[src/spq_pkg.sv]
// Shared types and constants for the sorted priority queue.
// Used by spq_ctrl, spq_datapath and sorted_priority_queue_core.
package spq_pkg;

    localparam int CAPACITY  = 16;
    localparam int CNT_W     = $clog2(CAPACITY + 1);
    localparam int VAL_W     = 32;
    localparam int OUT_CNT_W = 5;
    localparam int S_DATA_W  = 32;
    localparam int M_DATA_W  = 40;

    typedef enum logic
    {
        CMD_INSERT = 1'b0,
        CMD_REMOVE = 1'b1
    } cmd_code_t;

    typedef enum logic [1:0]
    {
        ST_INSERTED = 2'd0,
        ST_REMOVED  = 2'd1,
        ST_EMPTY    = 2'd2,
        ST_FULL     = 2'd3
    } status_t;

    typedef enum logic
    {
        S_IDLE = 1'b0,
        S_EXEC = 1'b1
    } state_t;

    // controller -> datapath
    typedef struct packed
    {
        logic load;    // capture the input beat
        logic commit;  // apply the op and load the result register
    } dp_cmd_t;

    // datapath -> controller
    typedef struct packed
    {
        logic empty;
        logic full;
    } dp_stat_t;

endpackage

[src/sorted_priority_queue_core.sv]
// Sorted min-priority queue of signed 32-bit values, capacity spq_pkg::CAPACITY.
// An accepted beat is captured in the input hold register and applied in the commit
// state, which loads the result register that drives m_tvalid; one op in flight, so a
// new beat is not accepted until the controller returns from its commit state to idle.
// A result not yet taken holds the controller in its commit state.
// Reset (rst_n low, async): queue empty, no result pending; cell contents undefined.
module sorted_priority_queue_core
(
    input  logic                          clk,
    input  logic                          rst_n,
    input  logic                          s_tvalid,
    output logic                          s_tready,
    input  logic [spq_pkg::S_DATA_W-1:0]  s_tdata,   // [31:0] value
    input  logic [0:0]                    s_tuser,   // [0] cmd
    output logic                          m_tvalid,
    input  logic                          m_tready,
    output logic [spq_pkg::M_DATA_W-1:0]  m_tdata,   // [31:0] out_value, [36:32] count, rest 0
    output logic [1:0]                    m_tuser    // [1:0] status
);

    spq_pkg::dp_cmd_t                  cmd;
    spq_pkg::dp_stat_t                 stat;
    logic signed [spq_pkg::VAL_W-1:0]  out_value;
    spq_pkg::status_t                  out_status;
    logic [spq_pkg::OUT_CNT_W-1:0]     out_count;

    spq_ctrl u_ctrl
    (
        .clk      (clk),
        .rst_n    (rst_n),
        .s_tvalid (s_tvalid),
        .s_tready (s_tready),
        .m_tvalid (m_tvalid),
        .m_tready (m_tready),
        .stat     (stat),
        .cmd      (cmd)
    );

    spq_datapath u_dp
    (
        .clk        (clk),
        .rst_n      (rst_n),
        .cmd        (cmd),
        .in_cmd     (s_tuser[0]),
        .in_value   (s_tdata[spq_pkg::VAL_W-1:0]),
        .stat       (stat),
        .out_value  (out_value),
        .out_status (out_status),
        .out_count  (out_count)
    );

    assign m_tdata = {{(spq_pkg::M_DATA_W - spq_pkg::VAL_W - spq_pkg::OUT_CNT_W){1'b0}},
                      out_count, out_value};
    assign m_tuser = out_status;

`ifndef NO_ASSERTIONS
    // one op in flight: no beat accepted in the cycle after an accept
    a_one_in_flight: assert property (@(posedge clk) disable iff (!rst_n)
        (s_tvalid && s_tready) |=> !s_tready)
        else $error("second beat accepted while op in flight");

    // a commit never overwrites a result that has not been taken
    a_no_overwrite: assert property (@(posedge clk) disable iff (!rst_n)
        cmd.commit |-> (!m_tvalid || m_tready))
        else $error("result overwritten");

    // empty remove reports zero entries and zero value
    a_empty_result: assert property (@(posedge clk) disable iff (!rst_n)
        (m_tvalid && m_tuser == spq_pkg::ST_EMPTY) |->
            (m_tdata[spq_pkg::M_DATA_W-1:0] == '0))
        else $error("empty remove with nonzero data");

    // the queue is never both full and empty at a commit
    a_full_result: assert property (@(posedge clk) disable iff (!rst_n)
        (cmd.commit && stat.full) |-> !stat.empty)
        else $error("queue both full and empty");
`endif

endmodule

[src/spq_ctrl.sv]
// Controller FSM for the sorted priority queue: input handshake, op commit
// and result slot valid. Depends on spq_pkg.
module spq_ctrl
(
    input  logic             clk,
    input  logic             rst_n,
    input  logic             s_tvalid,
    output logic             s_tready,
    output logic             m_tvalid,
    input  logic             m_tready,
    input  spq_pkg::dp_stat_t stat,
    output spq_pkg::dp_cmd_t  cmd
);

    spq_pkg::state_t state_reg;
    spq_pkg::state_t state_next;
    logic            out_valid_reg;
    logic            out_valid_next;
    logic            slot_free;

    // result slot can take a new result when empty or being drained
    assign slot_free = !out_valid_reg || m_tready;

    always_comb
    begin
        state_next = state_reg;
        unique case (state_reg)
            spq_pkg::S_IDLE:
            begin
                if (s_tvalid)
                    state_next = spq_pkg::S_EXEC;
            end
            spq_pkg::S_EXEC:
            begin
                if (slot_free)
                    state_next = spq_pkg::S_IDLE;
            end
            default: state_next = spq_pkg::S_IDLE;
        endcase
    end

    always_comb
    begin
        s_tready    = 1'b0;
        cmd.load    = 1'b0;
        cmd.commit  = 1'b0;
        unique case (state_reg)
            spq_pkg::S_IDLE:
            begin
                s_tready = 1'b1;
                cmd.load = s_tvalid;
            end
            spq_pkg::S_EXEC:
            begin
                cmd.commit = slot_free;
            end
            default:
            begin
                s_tready = 1'b0;
            end
        endcase
    end

    always_comb
    begin
        out_valid_next = out_valid_reg;
        if (cmd.commit)
            out_valid_next = 1'b1;
        else if (m_tready)
            out_valid_next = 1'b0;
    end

    always_ff @(posedge clk or negedge rst_n)
    begin
        if (!rst_n)
        begin
            state_reg     <= spq_pkg::S_IDLE;
            out_valid_reg <= 1'b0;
        end
        else
        begin
            state_reg     <= state_next;
            out_valid_reg <= out_valid_next;
        end
    end

    assign m_tvalid = out_valid_reg;

    // full/empty are decided in the datapath; not used by the controller
    logic unused_stat;
    assign unused_stat = stat.empty & stat.full;

endmodule

[src/spq_datapath.sv]
// Datapath for the sorted priority queue: input hold register, sorted cell
// row with per-cell compare, entry count and result register. Depends on spq_pkg.
module spq_datapath
(
    input  logic                              clk,
    input  logic                              rst_n,
    input  spq_pkg::dp_cmd_t                  cmd,
    input  logic                              in_cmd,
    input  logic signed [spq_pkg::VAL_W-1:0]  in_value,
    output spq_pkg::dp_stat_t                 stat,
    output logic signed [spq_pkg::VAL_W-1:0]  out_value,
    output spq_pkg::status_t                  out_status,
    output logic [spq_pkg::OUT_CNT_W-1:0]     out_count
);

    logic                             op_reg;
    logic signed [spq_pkg::VAL_W-1:0] val_reg;
    logic [spq_pkg::CNT_W-1:0]        count_reg;
    logic [spq_pkg::CNT_W-1:0]        count_next;
    logic signed [spq_pkg::VAL_W-1:0] cell_reg  [spq_pkg::CAPACITY];
    logic signed [spq_pkg::VAL_W-1:0] cell_next [spq_pkg::CAPACITY];
    logic [spq_pkg::CAPACITY-1:0]     keep;
    logic signed [spq_pkg::VAL_W-1:0] res_value_reg;
    logic signed [spq_pkg::VAL_W-1:0] res_value_next;
    spq_pkg::status_t                 res_status_reg;
    spq_pkg::status_t                 res_status_next;
    logic [spq_pkg::OUT_CNT_W-1:0]    res_count_reg;
    logic                             do_shift_in;
    logic                             do_shift_out;

    assign stat.empty = (count_reg == '0);
    assign stat.full  = (count_reg == spq_pkg::CNT_W'(spq_pkg::CAPACITY));

    // keep[i]: cell holds a stored value <= the new one, so it stays put
    always_comb
    begin
        for (int i = 0; i < spq_pkg::CAPACITY; i++)
            keep[i] = (spq_pkg::CNT_W'(i) < count_reg) && (cell_reg[i] <= val_reg);
    end

    always_comb
    begin
        do_shift_in     = 1'b0;
        do_shift_out    = 1'b0;
        count_next      = count_reg;
        res_value_next  = '0;
        res_status_next = spq_pkg::ST_INSERTED;
        if (op_reg == spq_pkg::CMD_INSERT)
        begin
            if (stat.full)
                res_status_next = spq_pkg::ST_FULL;
            else
            begin
                do_shift_in = 1'b1;
                count_next  = count_reg + 1'b1;
            end
        end
        else
        begin
            if (stat.empty)
                res_status_next = spq_pkg::ST_EMPTY;
            else
            begin
                do_shift_out    = 1'b1;
                res_value_next  = cell_reg[0];
                res_status_next = spq_pkg::ST_REMOVED;
                count_next      = count_reg - 1'b1;
            end
        end
    end

    // each cell picks from itself, its lower neighbor, its upper neighbor or the new value
    always_comb
    begin
        for (int i = 0; i < spq_pkg::CAPACITY; i++)
        begin
            cell_next[i] = cell_reg[i];
            if (do_shift_in && !keep[i])
            begin
                if (i == 0)
                    cell_next[i] = val_reg;
                else if (keep[(i == 0) ? 0 : i - 1])
                    cell_next[i] = val_reg;
                else
                    cell_next[i] = cell_reg[(i == 0) ? 0 : i - 1];
            end
            else if (do_shift_out && (i < spq_pkg::CAPACITY - 1))
                cell_next[i] = cell_reg[(i < spq_pkg::CAPACITY - 1) ? i + 1 : i];
        end
    end

    always_ff @(posedge clk or negedge rst_n)
    begin
        if (!rst_n)
            count_reg <= '0;
        else if (cmd.commit)
            count_reg <= count_next;
    end

    always_ff @(posedge clk)
    begin
        if (cmd.load)
        begin
            op_reg  <= in_cmd;
            val_reg <= in_value;
        end
        if (cmd.commit)
        begin
            for (int i = 0; i < spq_pkg::CAPACITY; i++)
                cell_reg[i] <= cell_next[i];
            res_value_reg  <= res_value_next;
            res_status_reg <= res_status_next;
            res_count_reg  <= spq_pkg::OUT_CNT_W'(count_next);
        end
    end

    assign out_value  = res_value_reg;
    assign out_status = res_status_reg;
    assign out_count  = res_count_reg;

endmodule
[config.mk]
export PLATFORM = sky130hd
export DESIGN_NAME = sorted_priority_queue_core
export DESIGN_NICKNAME = d
export VERILOG_FILES = /design/src/spq_pkg.sv /design/src/sorted_priority_queue_core.sv /design/src/spq_ctrl.sv /design/src/spq_datapath.sv
export SDC_FILE = /design/constraint.sdc
export NUM_CORES = 2
export LEC_CHECK = 0
export BUFFER_PORTS_ARGS = -buffer_cell sky130_fd_sc_hd__buf_2
export CAP_MARGIN = 20
export CORE_AREA = 2 2 318 320
export CTS_CLUSTER_SIZE = 40
export DETAILED_ROUTE_END_ITERATION = 7
export DIE_AREA = 0 0 320 322
export PLACE_DENSITY = 0.62
export SLEW_MARGIN = 20
export SYNTH_ARGS = -nofsm -noshare
export SYNTH_HDL_FRONTEND = slang
export SYNTH_HIERARCHICAL = 1
export SYNTH_SLANG_ARGS = --single-unit
[constraint.sdc]
create_clock -name clk -period 13.2 [get_ports clk]
set_input_delay 1.32 -clock clk [delete_from_list [all_inputs] [get_ports clk]]
set_output_delay 1.32 -clock clk [all_outputs]
set_load 0.01 [all_outputs]
==> results.md <==
* Cell area after placement at around 43000 µm²
* Origin of the critical flop-to-flop path: u_dp/val_reg[7]$_DFFE_PP_
* Period utilisation layout at roughly 47%
* WP buf/inv at 4
* Final wirelength at around 120 mm
* Initial antenna violation count at 1
* Ys Warns at 6
* Die Wd at 320 µm
* IO Port Bufs at a little under 80
* Final net count at between 4000 and 5000
* Drt drc at 0
* PwrDens at about 190 nW/µm²
* Relative slew slack at roughly 30%
* Post-CTS Hold Buffers at 0
* Top delay family on crit path: simple AND/OR/NAND/NOR gates
* RSZ-0062 raised after global routing: no
* Core area at ~100000 µm²
* First-pass GRT wire length at 185 mm
* Longest Clk Path Bufs at 3
* Crit path DAT at roughly 6.6 ns
* End-of-flow core utilization at a little under half
* Syn_area_per_cell at roughly 11 µm²
* Library cells used by synthesis at slightly above 70
* H-tree depth at 3
* Placed cells at ~4900
* Starting Density at 40.8%
* Share of the synthesized area in the top cell type at between 40% and 50%
* P_leak at ~19 nW
* Final TNS setup at 0 ns
* Peak supply drop at approximately 120 µV
* DP Worst Slack at approximately 7 ns
* Crit path cell chain: inv_1 -> buf_4 -> ha_1 -> nand2_1 -> nor4_1 -> a21bo_2 -> o211ai_1 -> a21oi_1 -> o21bai_4 -> buf_4 -> and2_2 -> o21a_1 -> buf_4
* Final worst setup slack at a little under 7 ns
* Routed wire per std cell at between 20 and 25 µm
* Crit. End Element: flop
* Vias in the first global route at between 30000 and 40000
* Clock sink count at slightly below 600
* Worst R2R Setup Slack at about 7.0 ns
* Worst r2r path cells at 13
* CP max-delay cell: and2_2
* Crit start category: flop
* CTS buffer count at 75
* Worst-path clk slew at 0.06 ns
* Post-CTS setup buffers at 0
* Post-DP HPWL at between 80 and 90 mm
* Die H at 322 µm
* CP peak stage delay at 0.83 ns
* CP required at roughly 14 ns
* Largest net degree at the start of global routing at 150
* Most frequent cells in the layout: a21oi_1 (665), edfxtp_1 (584), ha_1 (515)
* Post-DRT Antenna Nets at 0
* Total vias in the final route at between 30000 and 40000
* I/O pin cnt at 81
* Period minus WS final at 6.24 ns
* CTS resizes at 0
* Synthesized instance count at 3688
* Clk Latency, worst-skew pair at approximately 0.65 ns
* Top cells by area, synth: edfxtp_1 (43%), ha_1 (16%), mux2i_1 (8.8%)
* First drt pass iteration count at 5
* Area leader, netlist: edfxtp_1
* # fillers at roughly 9000
* Outcome: finished, final reports clean
* Primary FF master, synth: edfxtp_1
* Root Buffer: clkbuf_16
* Gr usage total at a little under a quarter
* Crit Path Category: flop to flop
* Asr flop ratio synth at ~1.2%
* CTS tree: done
* Hold WS at slightly above 0.5 ns
* Clock Skew at just under 0.03 ns
* DRT iter0 DRCs at approximately 2500
* GPL Wtd Cong at about 0.9
* Die area at 103000 µm²
* Row cnt at about 120
* Netlist Area Pre-Place at just over 40000 µm²
* Design area at roughly 45000 µm²
* Final hold viol count at 0
* Min-Delay Path Class: primary input to async pin
* FMAX at 160 MHz
* Final setup vio count at 0
* Post-DR vias/cell at about 6
* Max FFs per register at slightly above 500
* Synthesis-stage register bit count at roughly 590
* Non-filler cells, final at 5085
* Critical Path Fanout Max at between 60 and 70
* FF-to-FF End: u_dp/cell_reg[0][103]$_DFFE_PP_
* Worst Tran Pin Value at approximately 1.0 ns
* Pwr Total at 8.57 mW
* Commonest non-fill, non-tap cell in the layout: a21oi_1
* EDFF count, synth at slightly below 600
* Crit-path most repeated cell: buf_4
* GRT Residual Overflow at 0
* Max_cap viols at 0
* Area growth syn-to-layout at 11.1%
* Final max-slew violation count at 0
* Layout cells sized above 1 at between 10% and 20%
* Register area share after synthesis at 43.6%
[cells in the mapped netlist, drive strengths merged, types with 7 or more instances]
cell / number
a21o: 38
and3: 9
ha: 515
nand2b: 11
o21a: 17
a221o: 13
a211oi: 22
o21ai: 98
nand3: 57
nor2: 212
o211ai: 22
inv: 65
buf: 69
and4: 26
mux2: 220
a31oi: 76
dfrtp: 7
clkbuf: 156
nand2: 167
nor3: 14
nor4: 19
a21oi: 669
o21bai: 7
a21boi: 7
nor2b: 22
a221oi: 15
nand4: 81
edfxtp: 584
mux2i: 359
and2: 41
[worst reg2reg max path: stages, from the launching register on]
cell and delay (ns):
edfxtp_1 0.80, inv_1 0.09, buf_4 0.25, ha_1 0.35, nand2_1 0.08, nor4_1 0.76
a21bo_2 0.31, o211ai_1 0.19, a21oi_1 0.18, o21bai_4 0.12, buf_4 0.74, and2_2 0.85
o21a_1 0.76, buf_4 0.43
[how the worst max path moves through the flow]
stage / startpoint / to / slack (ns) / cells past startpoint
global placement: u_dp/val_reg[7]$_DFFE_PP_ / u_dp/cell_reg[0][104]$_DFFE_PP_ / 7.11 / 13
global route: u_dp/val_reg[10]$_DFFE_PP_ / u_dp/cell_reg[0][98]$_DFFE_PP_ / 6.71 / 13
floorplan: u_dp/val_reg[26]$_DFFE_PP_ / u_dp/cell_reg[0][128]$_DFFE_PP_ / 7.79 / 11
CTS: u_dp/val_reg[7]$_DFFE_PP_ / u_dp/cell_reg[0][98]$_DFFE_PP_ / 7.08 / 13
detailed placement: u_dp/val_reg[7]$_DFFE_PP_ / u_dp/cell_reg[0][104]$_DFFE_PP_ / 7.10 / 13
finish: u_dp/val_reg[7]$_DFFE_PP_ / u_dp/cell_reg[0][103]$_DFFE_PP_ / 6.96 / 13
[power breakdown]
group	leakage (nW)	internal, mW	switching (mW)	total, mW
clock	1.16	1.17	0.862	2.03
sequential	5.49	2.68	0.341	3.02
combinational	11.9	1.43	2.08	3.52
total	18.5	5.29	3.28	8.57
[cells by family (layout without fill, tap and decap cells)]
kind of cell | Yosys count | count (layout) | share of synthesized area [%]
adders and majority gates | 515 | 515 | 15.9
other | 1 | 4 | 0.00923
buffers and inverters | 290 | 386 | 2.94
AOI/OAI and AO/OA | 1030 | 1030 | 14.4
and+or+nand+nor | 680 | 680 | 8.18
muxes | 579 | 579 | 14.9
xor gates and xnor gates | 2 | 2 | 0.0431
DFF | 591 | 591 | 43.6
[layer usage]
metal	wire, µm	GRT usage, %	share of wire (%)	vias up
met1	54700	31.7	45	15200
met4	2300	5.46	1.9	2
li1	-	-	-	14400
met5	10	0	0.0083	-
met3	6410	2.91	5.3	163
met2	57400	38.4	48	862
[final cells by class]
| class | count | area [µm²] | share of cell area (%) |
|---|---|---|---|
| multi-input cells | 2809 | 22000 | 48.7 |
| flip-flops and latches | 591 | 17700 | 39.2 |
| clock buffers | 94 | 1950 | 4.31 |
| well taps | 1298 | 1620 | 3.60 |
| repair buffers | 182 | 1220 | 2.70 |
| clock inverters | 45 | 433 | 0.959 |
| inverters | 65 | 244 | 0.540 |
| diodes | 1 | 2.50 | 0.00554 |
Note: power is estimated with default switching activity, not from simulation.
